### config.mk
export PLATFORM = sky130hd
export DESIGN_NAME = encoder_speed_pid_motor_drive
export DESIGN_NICKNAME = d
export VERILOG_FILES = /design/src/sv/espd_pkg.sv /design/src/sv/encoder_speed_pid_motor_drive.sv
export SDC_FILE = /design/constraint.sdc
export NUM_CORES = 1
export LEC_CHECK = 0
export ABC_AREA = 1
export ABC_CLOCK_PERIOD_IN_PS = 4500
export BUFFER_PORTS_ARGS = -buffer_cell sky130_fd_sc_hd__buf_4
export CORE_UTILIZATION = 58
export CTS_CLUSTER_SIZE = 10
export DETAILED_ROUTE_END_ITERATION = 8
export PLACE_DENSITY = 0.78
export SYNTH_ARGS = -nofsm -noshare
export SYNTH_HDL_FRONTEND = slang
export SYNTH_SLANG_ARGS = --single-unit
### constraint.sdc
create_clock -name clock -period 4.5 [get_ports clock]
set_input_delay 0.9 -clock clock [delete_from_list [all_inputs] [get_ports clock]]
set_output_delay 0.9 -clock clock [all_outputs]
set_load 0.05 [all_outputs]
### src/sv/espd_pkg.sv
// shared types, widths and register codes of the encoder speed pid controller
package espd_pkg;

   localparam int CountWidthDef   = 16;
   localparam int PwmFullScaleDef = 1000;

   localparam int EncWidth      = 16;
   localparam int GainWidth     = 16;
   localparam int GainCntWidth  = $clog2(GainWidth);
   localparam int TargetWidth   = 16;
   localparam int LimitWidth    = 24;
   localparam int OutLimitWidth = 16;
   localparam int SpeedWidth    = 19;
   localparam int ErrWidth      = 20;
   localparam int DerrWidth     = 21;
   localparam int SumWidth      = 26;
   localparam int DriveWidth    = 17;
   localparam int PwmWidth      = 10;
   localparam int RoundShift    = 8;
   localparam int RoundHalf     = 128;
   localparam int SpeedMaxVal   = 262143;
   localparam int SpeedMinMag   = 262144;

   localparam int CsrIndexWidth = 3;
   localparam int CsrDataWidth  = 24;

   localparam logic [CsrIndexWidth-1:0] REG_TARGET_SPEED   = 3'd0;
   localparam logic [CsrIndexWidth-1:0] REG_GAIN_P         = 3'd1;
   localparam logic [CsrIndexWidth-1:0] REG_GAIN_I         = 3'd2;
   localparam logic [CsrIndexWidth-1:0] REG_GAIN_D         = 3'd3;
   localparam logic [CsrIndexWidth-1:0] REG_INTEGRAL_LIMIT = 3'd4;
   localparam logic [CsrIndexWidth-1:0] REG_OUTPUT_LIMIT   = 3'd5;
   localparam logic [CsrIndexWidth-1:0] REG_SPEED_SCALE    = 3'd6;

   localparam logic [GainWidth-1:0]     GAIN_P_RST         = 16'd256;
   localparam logic [GainWidth-1:0]     GAIN_I_RST         = 16'd26;
   localparam logic [GainWidth-1:0]     GAIN_D_RST         = 16'd13;
   localparam logic [LimitWidth-1:0]    INTEGRAL_LIMIT_RST = 24'd100;
   localparam logic [OutLimitWidth-1:0] OUTPUT_LIMIT_RST   = 16'd1000;
   localparam logic [GainWidth-1:0]     SPEED_SCALE_RST    = 16'd1036;

   typedef enum logic [2:0] {
      ST_IDLE,
      ST_MUL,
      ST_ADD,
      ST_ABS,
      ST_RND,
      ST_ERR,
      ST_SUM,
      ST_OUT
   } state_type;

   typedef enum logic [1:0] {
      PH_SPEED,
      PH_P,
      PH_I,
      PH_D
   } phase_type;

endpackage

### src/sv/encoder_speed_pid_motor_drive.sv
// encoder speed measurement and pid drive controller with anti-windup, one motor
//
// Each transaction on req_ carries one encoder count sample and yields exactly one
// transaction on rsp_ with the measured speed, the clamped drive, its direction and
// the pwm duty. The block works on one sample at a time and accepts the next one only
// after the previous result has moved to the output register; a result that is not
// yet taken stalls the block in its output state. The time is set by four 16-step
// passes through a single shared bit-serial multiplier (speed scaling, then the p, i
// and d products), each pass shifting in one gain bit per cycle, plus the rounding,
// clamping and error bookkeeping states. The next sample is accepted while a
// finished result still waits in the output register. Registers on csr_ are always
// ready and should only change while no sample is in flight.
module encoder_speed_pid_motor_drive
   import espd_pkg::*;
#(
   parameter int COUNT_WIDTH    = CountWidthDef,
   parameter int PWM_FULL_SCALE = PwmFullScaleDef
) (
   input  logic                       clock,
   input  logic                       reset,
   input  logic                       req_valid,
   output logic                       req_ready,
   input  logic [EncWidth-1:0]        req_encoder_count,
   output logic                       rsp_valid,
   input  logic                       rsp_ready,
   output logic signed [SpeedWidth-1:0] rsp_measured_speed,
   output logic signed [DriveWidth-1:0] rsp_drive,
   output logic                       rsp_reverse,
   output logic [PwmWidth-1:0]        rsp_pwm_duty,
   input  logic                       csr_valid,
   output logic                       csr_ready,
   input  logic [CsrIndexWidth-1:0]   csr_index,
   input  logic [CsrDataWidth-1:0]    csr_data
);

   localparam int MW   = (COUNT_WIDTH > SumWidth) ? COUNT_WIDTH : SumWidth;
   localparam int PW   = MW + GainWidth;
   localparam int AW   = PW + 2;
   localparam int RW   = AW + 1 - RoundShift;
   localparam int CW32 = 32;
   localparam logic [DriveWidth-1:0] FULL_SCALE = DriveWidth'(PWM_FULL_SCALE);

   state_type state_ff, state_in;
   phase_type phase_ff, phase_in;

   logic signed [TargetWidth-1:0]   target_ff, target_in;
   logic [GainWidth-1:0]            gain_p_ff, gain_p_in;
   logic [GainWidth-1:0]            gain_i_ff, gain_i_in;
   logic [GainWidth-1:0]            gain_d_ff, gain_d_in;
   logic [LimitWidth-1:0]           int_limit_ff, int_limit_in;
   logic [OutLimitWidth-1:0]        out_limit_ff, out_limit_in;
   logic [GainWidth-1:0]            scale_ff, scale_in;

   logic [COUNT_WIDTH-1:0]          last_count_ff, last_count_in;
   logic signed [SumWidth-1:0]      error_sum_ff, error_sum_in;
   logic signed [ErrWidth-1:0]      last_error_ff, last_error_in;

   logic signed [MW-1:0]            mcand_ff, mcand_in;
   logic [GainWidth-1:0]            mplier_ff, mplier_in;
   logic signed [MW-1:0]            hi_ff, hi_in;
   logic [GainWidth-1:0]            lo_ff, lo_in;
   logic [GainCntWidth-1:0]         bit_cnt_ff, bit_cnt_in;
   logic signed [AW-1:0]            acc_ff, acc_in;
   logic [AW-1:0]                   mag_ff, mag_in;
   logic                            neg_ff, neg_in;
   logic signed [SpeedWidth-1:0]    speed_ff, speed_in;
   logic signed [ErrWidth-1:0]      err_ff, err_in;
   logic signed [DerrWidth-1:0]     derr_ff, derr_in;
   logic signed [DriveWidth-1:0]    drive_ff, drive_in;
   logic                            reverse_ff, reverse_in;
   logic [PwmWidth-1:0]             pwm_ff, pwm_in;

   logic                            rsp_valid_ff, rsp_valid_in;
   logic signed [SpeedWidth-1:0]    rsp_speed_ff, rsp_speed_in;
   logic signed [DriveWidth-1:0]    rsp_drive_ff, rsp_drive_in;
   logic                            rsp_reverse_ff, rsp_reverse_in;
   logic [PwmWidth-1:0]             rsp_pwm_ff, rsp_pwm_in;

   logic [CW32-1:0]                 cnt_wide;
   logic [COUNT_WIDTH-1:0]          cnt;
   logic signed [COUNT_WIDTH-1:0]   diff;
   logic signed [MW:0]              mul_sum;
   logic signed [PW-1:0]            product;
   logic signed [AW-1:0]            abs_src;
   logic [AW:0]                     rnd_sum;
   logic [RW-1:0]                   rnd;
   logic signed [SumWidth:0]        sum_raw;
   logic signed [SumWidth:0]        lim_pos;
   logic signed [SumWidth:0]        lim_neg;
   logic [OutLimitWidth-1:0]        clip;
   logic [DriveWidth-1:0]           clip_ext;

   assign cnt_wide = CW32'(req_encoder_count);
   assign cnt      = cnt_wide[COUNT_WIDTH-1:0];
   assign diff     = cnt - last_count_ff;

   // shift-add step, one gain bit per cycle
   assign mul_sum  = {hi_ff[MW-1], hi_ff}
                   + (mplier_ff[0] ? {mcand_ff[MW-1], mcand_ff} : {(MW + 1){1'b0}});
   assign product  = {hi_ff, lo_ff};

   assign abs_src  = (phase_ff == PH_SPEED) ? AW'(product) : acc_ff;
   assign rnd_sum  = {1'b0, mag_ff} + (AW + 1)'(RoundHalf);
   assign rnd      = rnd_sum[AW:RoundShift];

   assign sum_raw  = (SumWidth + 1)'(error_sum_ff) + (SumWidth + 1)'(err_ff);
   assign lim_pos  = (SumWidth + 1)'({1'b0, int_limit_ff});
   assign lim_neg  = -lim_pos;

   assign clip     = (rnd > RW'(out_limit_ff)) ? out_limit_ff : rnd[OutLimitWidth-1:0];
   assign clip_ext = DriveWidth'(clip);

   assign req_ready          = (state_ff == ST_IDLE);
   assign csr_ready          = 1'b1;
   assign rsp_valid          = rsp_valid_ff;
   assign rsp_measured_speed = rsp_speed_ff;
   assign rsp_drive          = rsp_drive_ff;
   assign rsp_reverse        = rsp_reverse_ff;
   assign rsp_pwm_duty       = rsp_pwm_ff;

   always_ff @(posedge clock) begin
      if (reset) begin
         state_ff      <= ST_IDLE;
         phase_ff      <= PH_SPEED;
         target_ff     <= '0;
         gain_p_ff     <= GAIN_P_RST;
         gain_i_ff     <= GAIN_I_RST;
         gain_d_ff     <= GAIN_D_RST;
         int_limit_ff  <= INTEGRAL_LIMIT_RST;
         out_limit_ff  <= OUTPUT_LIMIT_RST;
         scale_ff      <= SPEED_SCALE_RST;
         last_count_ff <= '0;
         error_sum_ff  <= '0;
         last_error_ff <= '0;
         bit_cnt_ff    <= '0;
         rsp_valid_ff  <= 1'b0;
      end else begin
         state_ff      <= state_in;
         phase_ff      <= phase_in;
         target_ff     <= target_in;
         gain_p_ff     <= gain_p_in;
         gain_i_ff     <= gain_i_in;
         gain_d_ff     <= gain_d_in;
         int_limit_ff  <= int_limit_in;
         out_limit_ff  <= out_limit_in;
         scale_ff      <= scale_in;
         last_count_ff <= last_count_in;
         error_sum_ff  <= error_sum_in;
         last_error_ff <= last_error_in;
         bit_cnt_ff    <= bit_cnt_in;
         rsp_valid_ff  <= rsp_valid_in;
      end
      mcand_ff       <= mcand_in;
      mplier_ff      <= mplier_in;
      hi_ff          <= hi_in;
      lo_ff          <= lo_in;
      acc_ff         <= acc_in;
      mag_ff         <= mag_in;
      neg_ff         <= neg_in;
      speed_ff       <= speed_in;
      err_ff         <= err_in;
      derr_ff        <= derr_in;
      drive_ff       <= drive_in;
      reverse_ff     <= reverse_in;
      pwm_ff         <= pwm_in;
      rsp_speed_ff   <= rsp_speed_in;
      rsp_drive_ff   <= rsp_drive_in;
      rsp_reverse_ff <= rsp_reverse_in;
      rsp_pwm_ff     <= rsp_pwm_in;
   end

   always_comb begin
      state_in       = state_ff;
      phase_in       = phase_ff;
      target_in      = target_ff;
      gain_p_in      = gain_p_ff;
      gain_i_in      = gain_i_ff;
      gain_d_in      = gain_d_ff;
      int_limit_in   = int_limit_ff;
      out_limit_in   = out_limit_ff;
      scale_in       = scale_ff;
      last_count_in  = last_count_ff;
      error_sum_in   = error_sum_ff;
      last_error_in  = last_error_ff;
      mcand_in       = mcand_ff;
      mplier_in      = mplier_ff;
      hi_in          = hi_ff;
      lo_in          = lo_ff;
      bit_cnt_in     = bit_cnt_ff;
      acc_in         = acc_ff;
      mag_in         = mag_ff;
      neg_in         = neg_ff;
      speed_in       = speed_ff;
      err_in         = err_ff;
      derr_in        = derr_ff;
      drive_in       = drive_ff;
      reverse_in     = reverse_ff;
      pwm_in         = pwm_ff;
      rsp_valid_in   = rsp_valid_ff && !rsp_ready;
      rsp_speed_in   = rsp_speed_ff;
      rsp_drive_in   = rsp_drive_ff;
      rsp_reverse_in = rsp_reverse_ff;
      rsp_pwm_in     = rsp_pwm_ff;

      if (csr_valid) begin
         unique case (csr_index)
            REG_TARGET_SPEED:   target_in    = csr_data[TargetWidth-1:0];
            REG_GAIN_P:         gain_p_in    = csr_data[GainWidth-1:0];
            REG_GAIN_I:         gain_i_in    = csr_data[GainWidth-1:0];
            REG_GAIN_D:         gain_d_in    = csr_data[GainWidth-1:0];
            REG_INTEGRAL_LIMIT: int_limit_in = csr_data[LimitWidth-1:0];
            REG_OUTPUT_LIMIT:   out_limit_in = csr_data[OutLimitWidth-1:0];
            REG_SPEED_SCALE:    scale_in     = csr_data[GainWidth-1:0];
            default: ;
         endcase
      end

      unique case (state_ff)
         ST_IDLE: begin
            if (req_valid) begin
               last_count_in = cnt;
               mcand_in      = MW'(diff);
               mplier_in     = scale_ff;
               hi_in         = '0;
               bit_cnt_in    = '0;
               phase_in      = PH_SPEED;
               state_in      = ST_MUL;
            end
         end
         ST_MUL: begin
            hi_in      = mul_sum[MW:1];
            lo_in      = {mul_sum[0], lo_ff[GainWidth-1:1]};
            mplier_in  = mplier_ff >> 1;
            bit_cnt_in = bit_cnt_ff + 1'b1;
            if (bit_cnt_ff == GainCntWidth'(GainWidth - 1)) begin
               state_in = (phase_ff == PH_SPEED) ? ST_ABS : ST_ADD;
            end
         end
         ST_ADD: begin
            acc_in     = acc_ff + AW'(product);
            hi_in      = '0;
            bit_cnt_in = '0;
            case (phase_ff)
               PH_P: begin
                  mcand_in  = MW'(error_sum_ff);
                  mplier_in = gain_i_ff;
                  phase_in  = PH_I;
                  state_in  = ST_MUL;
               end
               PH_I: begin
                  mcand_in  = MW'(derr_ff);
                  mplier_in = gain_d_ff;
                  phase_in  = PH_D;
                  state_in  = ST_MUL;
               end
               default: begin
                  state_in = ST_ABS;
               end
            endcase
         end
         ST_ABS: begin
            neg_in   = abs_src[AW-1];
            mag_in   = abs_src[AW-1] ? AW'(-abs_src) : AW'(abs_src);
            state_in = ST_RND;
         end
         ST_RND: begin
            if (phase_ff == PH_SPEED) begin
               if (neg_ff) begin
                  speed_in = (rnd >= RW'(SpeedMinMag)) ? SpeedWidth'(-SpeedMinMag)
                                                       : -rnd[SpeedWidth-1:0];
               end else begin
                  speed_in = (rnd > RW'(SpeedMaxVal)) ? SpeedWidth'(SpeedMaxVal)
                                                      : rnd[SpeedWidth-1:0];
               end
               state_in = ST_ERR;
            end else begin
               drive_in   = neg_ff ? -clip_ext : clip_ext;
               reverse_in = neg_ff && (clip != '0);
               pwm_in     = (clip_ext > FULL_SCALE) ? FULL_SCALE[PwmWidth-1:0]
                                                    : clip_ext[PwmWidth-1:0];
               state_in   = ST_OUT;
            end
         end
         ST_ERR: begin
            err_in   = ErrWidth'(target_ff) - ErrWidth'(speed_ff);
            state_in = ST_SUM;
         end
         ST_SUM: begin
            if (sum_raw > lim_pos) begin
               error_sum_in = lim_pos[SumWidth-1:0];
            end else if (sum_raw < lim_neg) begin
               error_sum_in = lim_neg[SumWidth-1:0];
            end else begin
               error_sum_in = sum_raw[SumWidth-1:0];
            end
            derr_in       = DerrWidth'(err_ff) - DerrWidth'(last_error_ff);
            last_error_in = err_ff;
            acc_in        = '0;
            mcand_in      = MW'(err_ff);
            mplier_in     = gain_p_ff;
            hi_in         = '0;
            bit_cnt_in    = '0;
            phase_in      = PH_P;
            state_in      = ST_MUL;
         end
         ST_OUT: begin
            if (!rsp_valid_ff || rsp_ready) begin
               rsp_valid_in   = 1'b1;
               rsp_speed_in   = speed_ff;
               rsp_drive_in   = drive_ff;
               rsp_reverse_in = reverse_ff;
               rsp_pwm_in     = pwm_ff;
               state_in       = ST_IDLE;
            end
         end
         default: begin
            state_in = ST_IDLE;
         end
      endcase
   end

endmodule

After elaboration in Yosys (flattened, before gate mapping)
Index checks and enable logic that the tools add are counted.
{"block": "word_totals", "elab_cells": 135, "inputBits": 48, "register_bits": 500, "out_inout_bits": 50}
{"block": "classes", "n_lt_le_gt_ge": 6, "muxes": 33, "n_eq_ne": 20, "n_reduce_logical": 30, "n_bitwise": 1, "add_sub_neg": 12}
{"operator": "$pmux 26 s3", "count": 2}
{"operator": "$mux 26", "count": 4}
{"operator": "$pmux 44 s2", "count": 1}
{"operator": "$pmux 16 s4", "count": 1}
{"operator": "$mux 19", "count": 3}
{"operator": "$pmux 26 s2", "count": 1}
{"operator": "$mux 16", "count": 3}
{"operator": "$add 44x8->45 const B", "count": 1}
{"operator": "$add 44x42->44", "count": 1}
{"operator": "$mux 44", "count": 1}
{"operator": "$neg 44->44", "count": 1}
{"operator": "$mux 43", "count": 1}
{"operator": "$ge 37x19->1 const B", "count": 1}
{"operator": "$gt 37x16->1", "count": 1}
{"operator": "$gt 37x18->1 const B", "count": 1}
{"operator": "$pmux 16 s2", "count": 1}
{"operator": "$add 26x20->27", "count": 1}
{"operator": "$add 27x27->27", "count": 1}
{"operator": "$gt 27x25->1", "count": 1}
{"operator": "$lt 27x27->1", "count": 1}
{"operator": "$mux 27", "count": 1}
{"operator": "$neg 24->27", "count": 1}
{"operator": "$pmux 3 s8", "count": 1}
{"operator": "$reduce_and 2->1", "count": 12}
{"operator": "34 further kinds", "count": 59}

Longest topological paths before layout
Gate-level depths: netlist (run 1).
{"block": "logic_depth", "ltp_word": 5, "depth_mapped": 30, "mapped_depth_nobuf": 29}

Least setup slack after synthesis (run 1)
Ideal clock, no wire load.
{"block": "synth_path", "path_type": "flip-flop to flip-flop", "start": "register err_ff[13]", "end": "register error_sum_ff[17]", "setup_slack_ns": 0.278, "path_stages_with_launch": 28, "t_arrival_ns": 4.152, "period_less_slack_ns": 4.222, "required_ns": 4.430, "n_path_buf": 2, "setup_time_ns": 0.070, "cell_sequence": "edfxtp_1 -> ha_1 -> nand2_1 -> inv_1 -> nand2_1 -> nor3_1 -> nand4_1 -> nand3_1 -> nand2_1 -> o211ai_1 -> a21oi_1 -> o21ai_1 -> clkbuf_1 -> inv_1 -> ha_1 -> nand4_1 -> nor3_1 -> inv_1 -> nor2_1 -> nor2_1 -> xor2_1 -> clkbuf_1 -> nand2_1 -> o21ai_0 -> inv_1 -> nand2_1 -> nand3_1 -> a21oi_1"}
{"block": "synth_between", "elab_chain_cells": 4, "word_cells_on_any_way": 5, "classes_between": "add/sub: 1; order compare: 2; mux: 2"}
{"element": "from (decl)", "line": "encoder_speed_pid_motor_drive.sv:67", "text": "logic signed [ErrWidth-1:0] err_ff, err_in;"}
{"element": "from (signal assigned)", "line": "encoder_speed_pid_motor_drive.sv:161", "text": "err_ff <= err_in;"}
{"element": "$add 26x20->27 (*)", "line": "encoder_speed_pid_motor_drive.sv:106", "text": "assign sum_raw = (SumWidth + 1)'(error_sum_ff) + (SumWidth + 1)'(err_ff);"}
{"element": "$lt 27x27->1", "line": "encoder_speed_pid_motor_drive.sv:291", "text": "end else if (sum_raw < lim_neg) begin"}
{"element": "$mux 26", "line": "encoder_speed_pid_motor_drive.sv:291"}
{"element": "$mux 26 (*)", "line": "encoder_speed_pid_motor_drive.sv:289", "text": "if (sum_raw > lim_pos) begin"}
{"element": "to (signal assigned)", "line": "encoder_speed_pid_motor_drive.sv:148", "text": "error_sum_ff <= error_sum_in;"}
{"element": "to (decl)", "line": "encoder_speed_pid_motor_drive.sv:55", "text": "logic signed [SumWidth-1:0] error_sum_ff, error_sum_in;"}
Mark *: on every way between the ends. The rest lies on a longest branch, timed or not.
A chain may end at the register's enable or synchronous reset.

Worst setup path after layout (run 1)
{"block": "layout_path", "start": "register err_ff[18]", "end": "register error_sum_ff[5]"}
Same word-level chain as after synthesis.

==> PnR_summary.wiki, run 1 <==
{| class="wikitable"
! Metric !! Value
|-
| Status || finished clean
|-
| Simple-gate portion of the synthesized area || between 20% and 30%
|-
| Post-route DRC || 0
|-
| Clock buffers created by TritonCTS || 56
|-
| Overall power || around 13 mW
|-
| Worst slack, placed || 0.138 ns
|-
| Number of global-route vias before repair || 26000
|-
| Type of element capturing the critical path || flip-flop
|-
| Routability-driven placement congestion ratio || 1.02
|-
| Effective utilization at floorplan || 59.2%
|-
| Startpoint of the most critical hold path || drive_ff[10]$_DFFE_PP_
|-
| Area grow syn2layout || 11.6%
|-
| Core Box Area || ~53000 um^2
|-
| Final hold violation count || 0
|-
| Endpoint of the worst hold path || rsp_drive[10]$_DFFE_PP_
|-
| Global-route wire length before repair || ~140000 um
|-
| Routed via count divided by cell count || between 5 and 6
|-
| Required time of the critical path || 5.06 ns
|-
| Placed Instance Area || 33100 um^2
|-
| Number of synthesized flops with an enable pin || between 300 and 400
|-
| Antenna violations before repair || 2
|-
| Number of maximum-capacitance violations || 0
|-
| Class of the tightest hold or removal check || reg -> reg
|-
| Ratio of cells with drive above 1 in the final layout || 8.30%
|-
| Slew Viols, Final || 0
|-
| Kind of critical path || reg -> reg
|-
| Final worst clock skew || 0.0198 ns
|-
| Depth of the worst register-to-register path || 23
|-
| Final instance area || 35000 um^2
|-
| TritonCTS clock tree || yes
|-
| Global route total overflow || 0
|-
| Worst hold stages || 0
|-
| Cell area after synthesis || approximately 31000 um^2
|-
| Cell count after synthesis || 4032
|-
| Post-synthesis mux area share || 0.606%
|-
| Violation count after the first detailed-route iteration || 2424
|-
| Worst max-slew margin expressed relative to the limit || between 20% and 30%
|-
| Die width || 235 um
|-
| Number of standard cells in the final layout excluding fillers || roughly 4900
|-
| Number of placed I/O pins || 98
|-
| Distinct cell type count after synthesis || 57
|-
| Highest attainable clock frequency || approximately 230 MHz
|-
| Post-layout minimum cycle time || 4.26 ns
|-
| Hold_buf cts || 0
|-
| Final worst-path setup slack || about 0.24 ns
|-
| Critical R2R Launch || err_ff[18]$_DFFE_PN_
|-
| Largest area contributor in the synthesized netlist || sky130_fd_sc_hd__edfxtp_1
|-
| Average cell area after synthesis || 7.78 um^2
|-
| Die ar. || 55000 um^2
|-
| Biggest fanout along the worst timing path || 22
|-
| Most frequently used flop master after synthesis || sky130_fd_sc_hd__edfxtp_1
|-
| Share of async-settable or async-resettable flops after synthesis || 0%
|-
| Number of iterations in the first detailed-routing pass || 6
|-
| Total routing resource utilization after global routing || between 30% and 40%
|-
| Dominant combinational cell family by area after synthesis || simple AND/OR/NAND/NOR gates
|-
| Period utilization || 94.7%
|-
| Sort of element at the start of the critical path || flip-flop
|-
| Adder and majority gate portion of the synthesized area || 9.28%
|-
| Count of port buffers added during placement || 96
|-
| Synthesis Warnings || 0
|-
| Share of synthesized area occupied by flip-flops and latches || 41.1%
|-
| Root Driver || sky130_fd_sc_hd__clkbuf_16
|-
| P_leak || 15.4 nW
|-
| Clock-pin slew on the worst setup and hold paths || around 0.060 ns
|-
| Worst reg-to-reg setup slack || 0.24 ns
|-
| DR WL/cell || approximately 18 um
|-
| Antenna violation net count after detailed routing || 0
|-
| Register bit total from synthesis || 493
|-
| Compound-cell area share of the yosys netlist || 15.2%
|-
| Level count of the clock H-tree || 2
|-
| Synth top cells by count || 874 x sky130_fd_sc_hd__nand2_1, 457 x sky130_fd_sc_hd__inv_1, 427 x sky130_fd_sc_hd__nor2_1
|-
| Via Count || roughly 28000
|-
| Worst IR Drop VDD || 0.285 mV
|-
| Fraction of post-synthesis cell area in the top cell type by area || 28.8%
|-
| Endpoint arrival time on the critical path || ~4.8 ns
|-
| HPWL after detailed placement || approximately 66000 um
|-
| Rows || 84
|-
| Clock tree buffer depth || 3
|-
| Clock sinks || 493
|-
| Dominant cell by count in the synthesized netlist || sky130_fd_sc_hd__nand2_1
|-
| Xor and xnor area share after synthesis || under 10%
|-
| Clock latency on the worst-skew pair || 0.64 ns
|-
| Number of nets in the layout || ~4400
|-
| Pin count of the biggest net entering global routing || 137
|-
| Setup violation total in the final timing report || 0
|-
| Wire length reported by the detailed router || 88900 um
|-
| Cell total after placement || about 4800
|-
| Synth top area cells || sky130_fd_sc_hd__edfxtp_1 29%, sky130_fd_sc_hd__dfxtp_1 12%, sky130_fd_sc_hd__nand2_1 10%
|-
| Reg2reg end || error_sum_ff[5]$_SDFFE_PP0N_
|-
| Syn nets || roughly 4300
|-
| Height of the die || 235 um
|-
| Transition at the pin with the smallest max-transition slack || 1.17 ns
|-
| PD cells || between 300 and 400 nW/um^2
|}
==> what timing repair did <==
action,in CTS,in global routing
buffers inserted,0,10
endpoints found under the setup margin,0,50
resized for setup,0,41
==> final cells by class <==
class | instances | area (um^2)
inverter | 465 | 1750
multi-input combinational | 2963 | 16500
antenna | 1 | 2.50
timing repair buffer | 177 | 1380
tap | 688 | 861
fill | 4565 | 18000
sequential | 493 | 12900
clock inverter | 4 | 56.3
clock buffer | 91 | 1550
==> metal layers <==
layer / share of wire, % / vias up / global-route usage (%) / wire, um
met5: 0.026 / - / 0 / 23
met4: 4.1 / 4 / 13.7 / 3660
met3: 6.6 / 230 / 4.70 / 5860
met2: 47 / 993 / 52.8 / 42100
met1: 42 / 13100 / 41.0 / 37300
li1: - / 13900 / - / -
==> logic make-up (layout without fill, tap and decap cells) <==
| kind of cell | Yosys count | after routing |
|---|---|---|
| compound gates | 885 | 885 |
| flops | 493 | 493 |
| simple gates | 1675 | 1675 |
| fa+ha+maj | 229 | 229 |
| buf+inv | 576 | 737 |
| xor+xnor | 154 | 154 |
| mux | 19 | 19 |
| other cells | 1 | 2 |
==> power breakdown <==
part / switching (mW) / internal [mW] / leakage (nW)
Clock: 1.83 / 2.34 / 0.769
Combinational: 2.27 / 1.17 / 10.2
Sequential: 0.254 / 5.31 / 4.37
==> worst max-delay path: stages (launching register included) <==
cell and delay, ns:
sky130_fd_sc_hd__edfxtp_1 0.54, sky130_fd_sc_hd__ha_1 0.42, sky130_fd_sc_hd__nand2_1 0.14, sky130_fd_sc_hd__nor3_1 0.30
sky130_fd_sc_hd__nand4_1 0.14, sky130_fd_sc_hd__nand3_1 0.19, sky130_fd_sc_hd__nand3_1 0.09, sky130_fd_sc_hd__nand2_1 0.10
sky130_fd_sc_hd__xor2_1 0.35, sky130_fd_sc_hd__ha_1 0.30, sky130_fd_sc_hd__nand2_1 0.08, sky130_fd_sc_hd__nor2_1 0.06
sky130_fd_sc_hd__a211oi_2 0.14, sky130_fd_sc_hd__o221ai_1 0.14, sky130_fd_sc_hd__nor2_2 0.16, sky130_fd_sc_hd__xor2_2 0.24
sky130_fd_sc_hd__buf_4 0.18, sky130_fd_sc_hd__clkbuf_16 0.17, sky130_fd_sc_hd__nand2_1 0.05, sky130_fd_sc_hd__o21ai_0 0.08
sky130_fd_sc_hd__inv_1 0.05, sky130_fd_sc_hd__nand2_1 0.06, sky130_fd_sc_hd__nand3_1 0.06, sky130_fd_sc_hd__a21oi_1 0.15
==> how the worst max path moves through the flow <==
| stage | cells after the start | slack (ns) | startpoint | endpoint |
|---|---|---|---|---|
| final | 23 | 0.24 | err_ff[18]$_DFFE_PN_ | error_sum_ff[5]$_SDFFE_PP0N_ |
| after global routing | 27 | -0.04 | int_limit_ff[0]$_SDFFE_PP0P_ | error_sum_ff[11]$_SDFFE_PP0N_ |
| after CTS | 23 | 0.09 | err_ff[0]$_DFFE_PN_ | error_sum_ff[10]$_SDFFE_PP0N_ |
| after detailed placement | 23 | 0.14 | err_ff[0]$_DFFE_PN_ | error_sum_ff[10]$_SDFFE_PP0N_ |
| after global placement | 23 | 0.24 | err_ff[0]$_DFFE_PN_ | error_sum_ff[5]$_SDFFE_PP0N_ |
| after floorplan | 27 | 0.28 | err_ff[13]$_DFFE_PN_ | error_sum_ff[17]$_SDFFE_PP0N_ |
==> registers in the layout (all words and copies together), names as in the netlist, 17 cells and up <==
signal,flops
speed_ff,19
drive_ff,17
derr_ff,21
int_limit_ff,24
err_ff,20
rsp_drive,17
last_error_ff,20
acc_ff,44
mag_ff,37
error_sum_ff,26
mcand_ff,26
rsp_measured_speed,19
hi_ff,26
==> stage by stage <==
| stage | hold WS (ns) | setup TNS [ns] | utilization (%) |
|---|---|---|---|
| after global routing | 0.420 | -0.221 | 66.1 |
| after CTS | 0.417 | 0 | 65.6 |
| final | 0.415 | 0 | 66.1 |
| after floorplan | 0.400 | 0 | - |
| after global placement | 0.401 | 0 | 62.5 |
| after detailed placement | 0.405 | 0 | 62.5 |
==> cells in the final DEF, fill, tap and decap left out, types with 5 or more instances in the layout <==
| cell | count |
|---|---|
| sky130_fd_sc_hd__o311ai_0 | 13 |
| sky130_fd_sc_hd__dfxtp_1 | 192 |
| sky130_fd_sc_hd__or2_2 | 22 |
| sky130_fd_sc_hd__a31oi_1 | 19 |
| sky130_fd_sc_hd__nor3_1 | 42 |
| sky130_fd_sc_hd__inv_2 | 8 |
| sky130_fd_sc_hd__clkbuf_1 | 34 |
| sky130_fd_sc_hd__o21bai_1 | 9 |
| sky130_fd_sc_hd__a21oi_1 | 392 |
| sky130_fd_sc_hd__o211ai_1 | 22 |
| sky130_fd_sc_hd__nand4_1 | 56 |
| sky130_fd_sc_hd__nor4_1 | 8 |
| sky130_fd_sc_hd__inv_1 | 455 |
| sky130_fd_sc_hd__a21o_1 | 6 |
| sky130_fd_sc_hd__o221ai_1 | 5 |
| sky130_fd_sc_hd__a21boi_0 | 8 |
| sky130_fd_sc_hd__nand3b_1 | 12 |
| sky130_fd_sc_hd__nor2_4 | 11 |
| sky130_fd_sc_hd__and3_1 | 5 |
| sky130_fd_sc_hd__edfxtp_1 | 301 |
| sky130_fd_sc_hd__clkbuf_16 | 58 |
| sky130_fd_sc_hd__o31ai_1 | 9 |
| sky130_fd_sc_hd__fa_1 | 6 |
| sky130_fd_sc_hd__nor2_1 | 414 |
| sky130_fd_sc_hd__xnor2_1 | 35 |
| sky130_fd_sc_hd__a21oi_2 | 7 |
| sky130_fd_sc_hd__o21ai_1 | 7 |
| sky130_fd_sc_hd__o21ai_0 | 340 |
| sky130_fd_sc_hd__nor2_2 | 16 |
| sky130_fd_sc_hd__nand3_1 | 185 |
| sky130_fd_sc_hd__buf_4 | 173 |
| sky130_fd_sc_hd__mux2i_1 | 19 |
| sky130_fd_sc_hd__nand2_2 | 8 |
| sky130_fd_sc_hd__o21a_1 | 21 |
| sky130_fd_sc_hd__a211oi_1 | 6 |
| sky130_fd_sc_hd__nand2_1 | 873 |
| sky130_fd_sc_hd__xor2_1 | 115 |
| sky130_fd_sc_hd__ha_1 | 217 |
No activity file was read; power rests on OpenSTA's default activity.
==> run 2, diff against run 1 <==
- CELL_PAD_IN_SITES_DETAIL_PLACEMENT: not set -> 0
- CELL_PAD_IN_SITES_GLOBAL_PLACEMENT: not set -> 1
- CORE_ASPECT_RATIO: not set -> 0.5
- CORE_MARGIN: not set -> 2
- CORE_UTILIZATION: 58 -> 43
- PLACE_DENSITY: 0.78 -> not set
- PLACE_DENSITY_LB_ADDON: not set -> 0.1
==> run 2 against run 1 <==
Net effect:
- hold slack better by 0.0016 ns
- register-to-register slack better by 0.08 ns
- final area increased by 2.2%
- wire length rose by 14%
- total power up 2.4%
- combinational power is 3% higher
- sequential share of layout area decreased by 0.80 points
- sequential cell count stayed put
- first-iteration DRC count shrank 5.0%
- critical path type unchanged
- largest power group unchanged
- highest routed layer unchanged
==> PnR_summary.wiki, run 2 (synthesis gave the netlist of run 1 again) <==
{| class="wikitable"
! Metric !! Value
|-
| Post-layout minimum cycle time || 4.19 ns (was 4.26 ns)
|-
| Registers with the highest flip-flop counts || acc_ff: 44 flops, mag_ff: 37 flops (unchanged)
|-
| Level count of the clock H-tree || 2 (unchanged)
|-
| Leading cell type in the layout, fill and taps excluded || sky130_fd_sc_hd__nand2_1 (unchanged)
|-
| Number of maximum-capacitance violations || 0 (unchanged)
|-
| HPWL after detailed placement || 77100 um (was 66100 um)
|-
| Class of the tightest hold or removal check || reg -> reg (unchanged)
|-
| Worst max-slew margin expressed relative to the limit || 7.22% (was 21.4%)
|-
| Met3 routed wirelength || 5990 um (was 5860 um)
|-
| Ratio of cells with drive above 1 in the final layout || 9.43% (was 8.30%)
|-
| Via Count || 28000 (was 28200)
|-
| Ant. Diodes || 0 (was 1)
|-
| Setup violation total in the final timing report || 0 (unchanged)
|-
| Worst IR Drop VDD || 0.355 mV (was 0.285 mV)
|-
| Kind of critical path || reg -> reg (unchanged)
|-
| Util after Layout || 50.0% (was 66.1%)
|-
| Post-route DRC || 0 (unchanged)
|-
| Final worst-path setup slack || 0.314 ns (was 0.238 ns)
|-
| Global route total overflow || 0 (unchanged)
|-
| Worst reg-to-reg setup slack || 0.31 ns (was 0.24 ns)
|-
| Delay of the slowest cell on the worst path || 0.45 ns (was 0.54 ns)
|-
| Routed via count divided by cell count || 5.39 (was 5.77)
|-
| Reg2reg end || drive_ff[16]$_SDFFCE_PN0P_ (was error_sum_ff[5]$_SDFFE_PP0N_)
|-
| Number of placed I/O pins || 98 (unchanged)
|-
| Antenna violation net count after detailed routing || 0 (unchanged)
|-
| DR WL/cell || 19.5 um (was 18.2 um)
|-
| Total length of routed met2 wires || 42400 um (was 42100 um)
|-
| Highest attainable clock frequency || 239 MHz (was 235 MHz)
|-
| Global-route wire length before repair || 154000 um (was 136000 um)
|-
| Period utilization || 93.0% (was 94.7%)
|-
| Leading cell types in the layout, fill and taps excluded || 872 x sky130_fd_sc_hd__nand2_1, 454 x sky130_fd_sc_hd__inv_1, 408 x sky130_fd_sc_hd__nor2_1 (was 873 x sky130_fd_sc_hd__nand2_1, 455 x sky130_fd_sc_hd__inv_1, 414 x sky130_fd_sc_hd__nor2_1)
|-
| Number of global-route vias before repair || 26200 (was 26000)
|-
| Height of the die || 195 um (was 235 um)
|-
| Slowest stage cell, crit path || sky130_fd_sc_hd__edfxtp_1 (unchanged)
|-
| Violation count after the first detailed-route iteration || 2304 (was 2424)
|-
| Core Box Area || 71600 um^2 (was 53000 um^2)
|-
| Most common cell on crit path || sky130_fd_sc_hd__nand2_1 (unchanged)
|-
| Endpoint arrival time on the critical path || 4.53 ns (was 4.82 ns)
|-
| Depth of the worst register-to-register path || 25 (was 23)
|-
| Final worst clock skew || 0.0354 ns (was 0.0198 ns)
|-
| Total routing resource utilization after global routing || 26.4% (was 31.7%)
|-
| Setup total negative slack || 0 ns (unchanged)
|-
| Final hold violation count || 0 (unchanged)
|-
| Routability-driven placement congestion ratio || 0.970 (was 1.02)
|-
| Clock sinks || 493 (unchanged)
|-
| Kind of cell with the highest combined delay on the critical path || simple AND/OR/NAND/NOR gates (unchanged)
|-
| Filler cell count || 7023 (was 4565)
|-
| Antenna violations before repair || 5 (was 2)
|-
| Status || finished clean (unchanged)
|-
| Pin count of the biggest net entering global routing || 98 (was 137)
|-
| Area grow syn2layout || 14.1% (was 11.6%)
|-
| Worst slack, placed || -0.0377 ns (was 0.138 ns)
|-
| Required time of the critical path || 4.85 ns (was 5.06 ns)
|-
| Register with the most flip-flops || acc_ff (unchanged)
|-
| Wire length reported by the detailed router || 101000 um (was 88900 um)
|-
| Biggest fanout along the worst timing path || 10 (was 22)
|-
| Endpoint of the worst hold path || rsp_pwm_duty[8]$_DFFE_PP_ (was rsp_drive[10]$_DFFE_PP_)
|-
| PD cells || 377 nW/um^2 (about the same)
|-
| P_leak || 15.6 nW (was 15.4 nW)
|-
| Clock-pin slew on the worst setup and hold paths || 0.06 ns (about the same)
|-
| Die width || 386 um (was 235 um)
|-
| Count of buffer and inverter cells on the critical path || 3 (unchanged)
|-
| Clock latency on the worst-skew pair || 0.64 ns (about the same)
|-
| Sort of element at the start of the critical path || flip-flop (unchanged)
|-
| Transition at the pin with the smallest max-transition slack || 1.39 ns (was 1.17 ns)
|-
| Root Driver || sky130_fd_sc_hd__clkbuf_16 (unchanged)
|-
| Count of port buffers added during placement || 96 (unchanged)
|-
| Startpoint of the most critical hold path || pwm_ff[8]$_SDFFCE_PN1P_ (was drive_ff[10]$_DFFE_PP_)
|-
| Number of nets in the layout || 4468 (was 4433)
|-
| Slew Viols, Final || 0 (unchanged)
|-
| Die ar. || 75200 um^2 (was 55000 um^2)
|-
| Number of iterations in the first detailed-routing pass || 5 (was 6)
|-
| Effective utilization at floorplan || 43.8% (was 59.2%)
|-
| Type of element capturing the critical path || flip-flop (unchanged)
|-
| Max layer used || met5 (unchanged)
|-
| Clock tree buffer depth || 3 (unchanged)
|-
| Worst hold stages || 0 (unchanged)
|-
| Max FFs per register || 44 (unchanged)
|-
| Critical R2R Launch || mag_ff[8]$_DFFE_PN_ (was err_ff[18]$_DFFE_PN_)
|-
| Routed length on met1 || 50900 um (was 37300 um)
|-
| Clock buffers created by TritonCTS || 56 (unchanged)
|-
| TritonCTS clock tree || yes (unchanged)
|-
| Rows || 69 (was 84)
|}
-- run 2: cell types whose count changed in the layout (fill, tap and decap cells not counted), moves of 4 or more --
cell                     delta
sky130_fd_sc_hd__xor2_2     +4
sky130_fd_sc_hd__nor2_1     -6
sky130_fd_sc_hd__nor2_4     +5
sky130_fd_sc_hd__buf_4     +30
sky130_fd_sc_hd__xor2_1     -4
-- run 2: power by group --
part	internal (mW)	total [mW]	leakage [nW]	switching (mW)
clock	2.42	4.37	0.787	1.95
combinational	1.19	3.56	10.4	2.37
sequential	5.31	5.57	4.37	0.258
-- run 2: how the worst max path moves through the flow --
| stage | startpoint | endpoint | slack, ns | cells after the start |
|---|---|---|---|---|
| after detailed placement | int_limit_ff[0]$_SDFFE_PP0P_ | error_sum_ff[19]$_SDFFE_PP0N_ | -0.04 | 27 |
| after global routing | err_ff[12]$_DFFE_PN_ | error_sum_ff[13]$_SDFFE_PP0N_ | -0.01 | 27 |
| final | mag_ff[8]$_DFFE_PN_ | drive_ff[16]$_SDFFCE_PN0P_ | 0.31 | 25 |
| after CTS | err_ff[0]$_DFFE_PN_ | error_sum_ff[19]$_SDFFE_PP0N_ | 0.03 | 25 |
| after floorplan | err_ff[13]$_DFFE_PN_ | error_sum_ff[17]$_SDFFE_PP0N_ | 0.28 | 27 |
| after global placement | int_limit_ff[0]$_SDFFE_PP0P_ | error_sum_ff[20]$_SDFFE_PP0N_ | 0.004 | 27 |
-- run 2: layout make-up --
class	instances	area [um^2]	share of cell area [%]
Clock buffer	93	1570	4.39
Timing Repair Buffer	212	1680	4.70
Multi-Input combinational cell	2963	16600	46.5
Clock inverter	5	81.3	0.227
Sequential cell	493	12900	36.0
Tap cell	958	1200	3.35
Inverter	465	1750	4.88
-- run 2: metal layers --
metal	global-route usage, %	vias to the layer above
met1	40.4	13200
met4	5.25	2
li1	-	13900
met2	39.3	717
met3	3.83	99
met5	0	-
-- run 2: repair_timing --
item / in CTS / in global routing
endpoints found under the setup margin: 22 / 51
gates resized for setup: 1 / 60
buffers inserted: 0 / 13
pin swaps: 0 / 6
gates cloned: 0 / 1
hold buffers: 0 / 0
-- run 2: metrics by stage --
| stage | instance area [um^2] | power [mW] | hold WS (ns) | std cells |
|---|---|---|---|---|
| after floorplan | 31400 | 8.00 | 0.400 | 4032 |
| after global placement | 33700 | 9.13 | 0.401 | 5077 |
| after detailed placement | 33700 | 9.16 | 0.405 | 5077 |
| after CTS | 35400 | 13.5 | 0.418 | 5175 |
| after global routing | 35800 | 14.2 | 0.431 | 5189 |
| final | 35800 | 13.5 | 0.416 | 5189 |
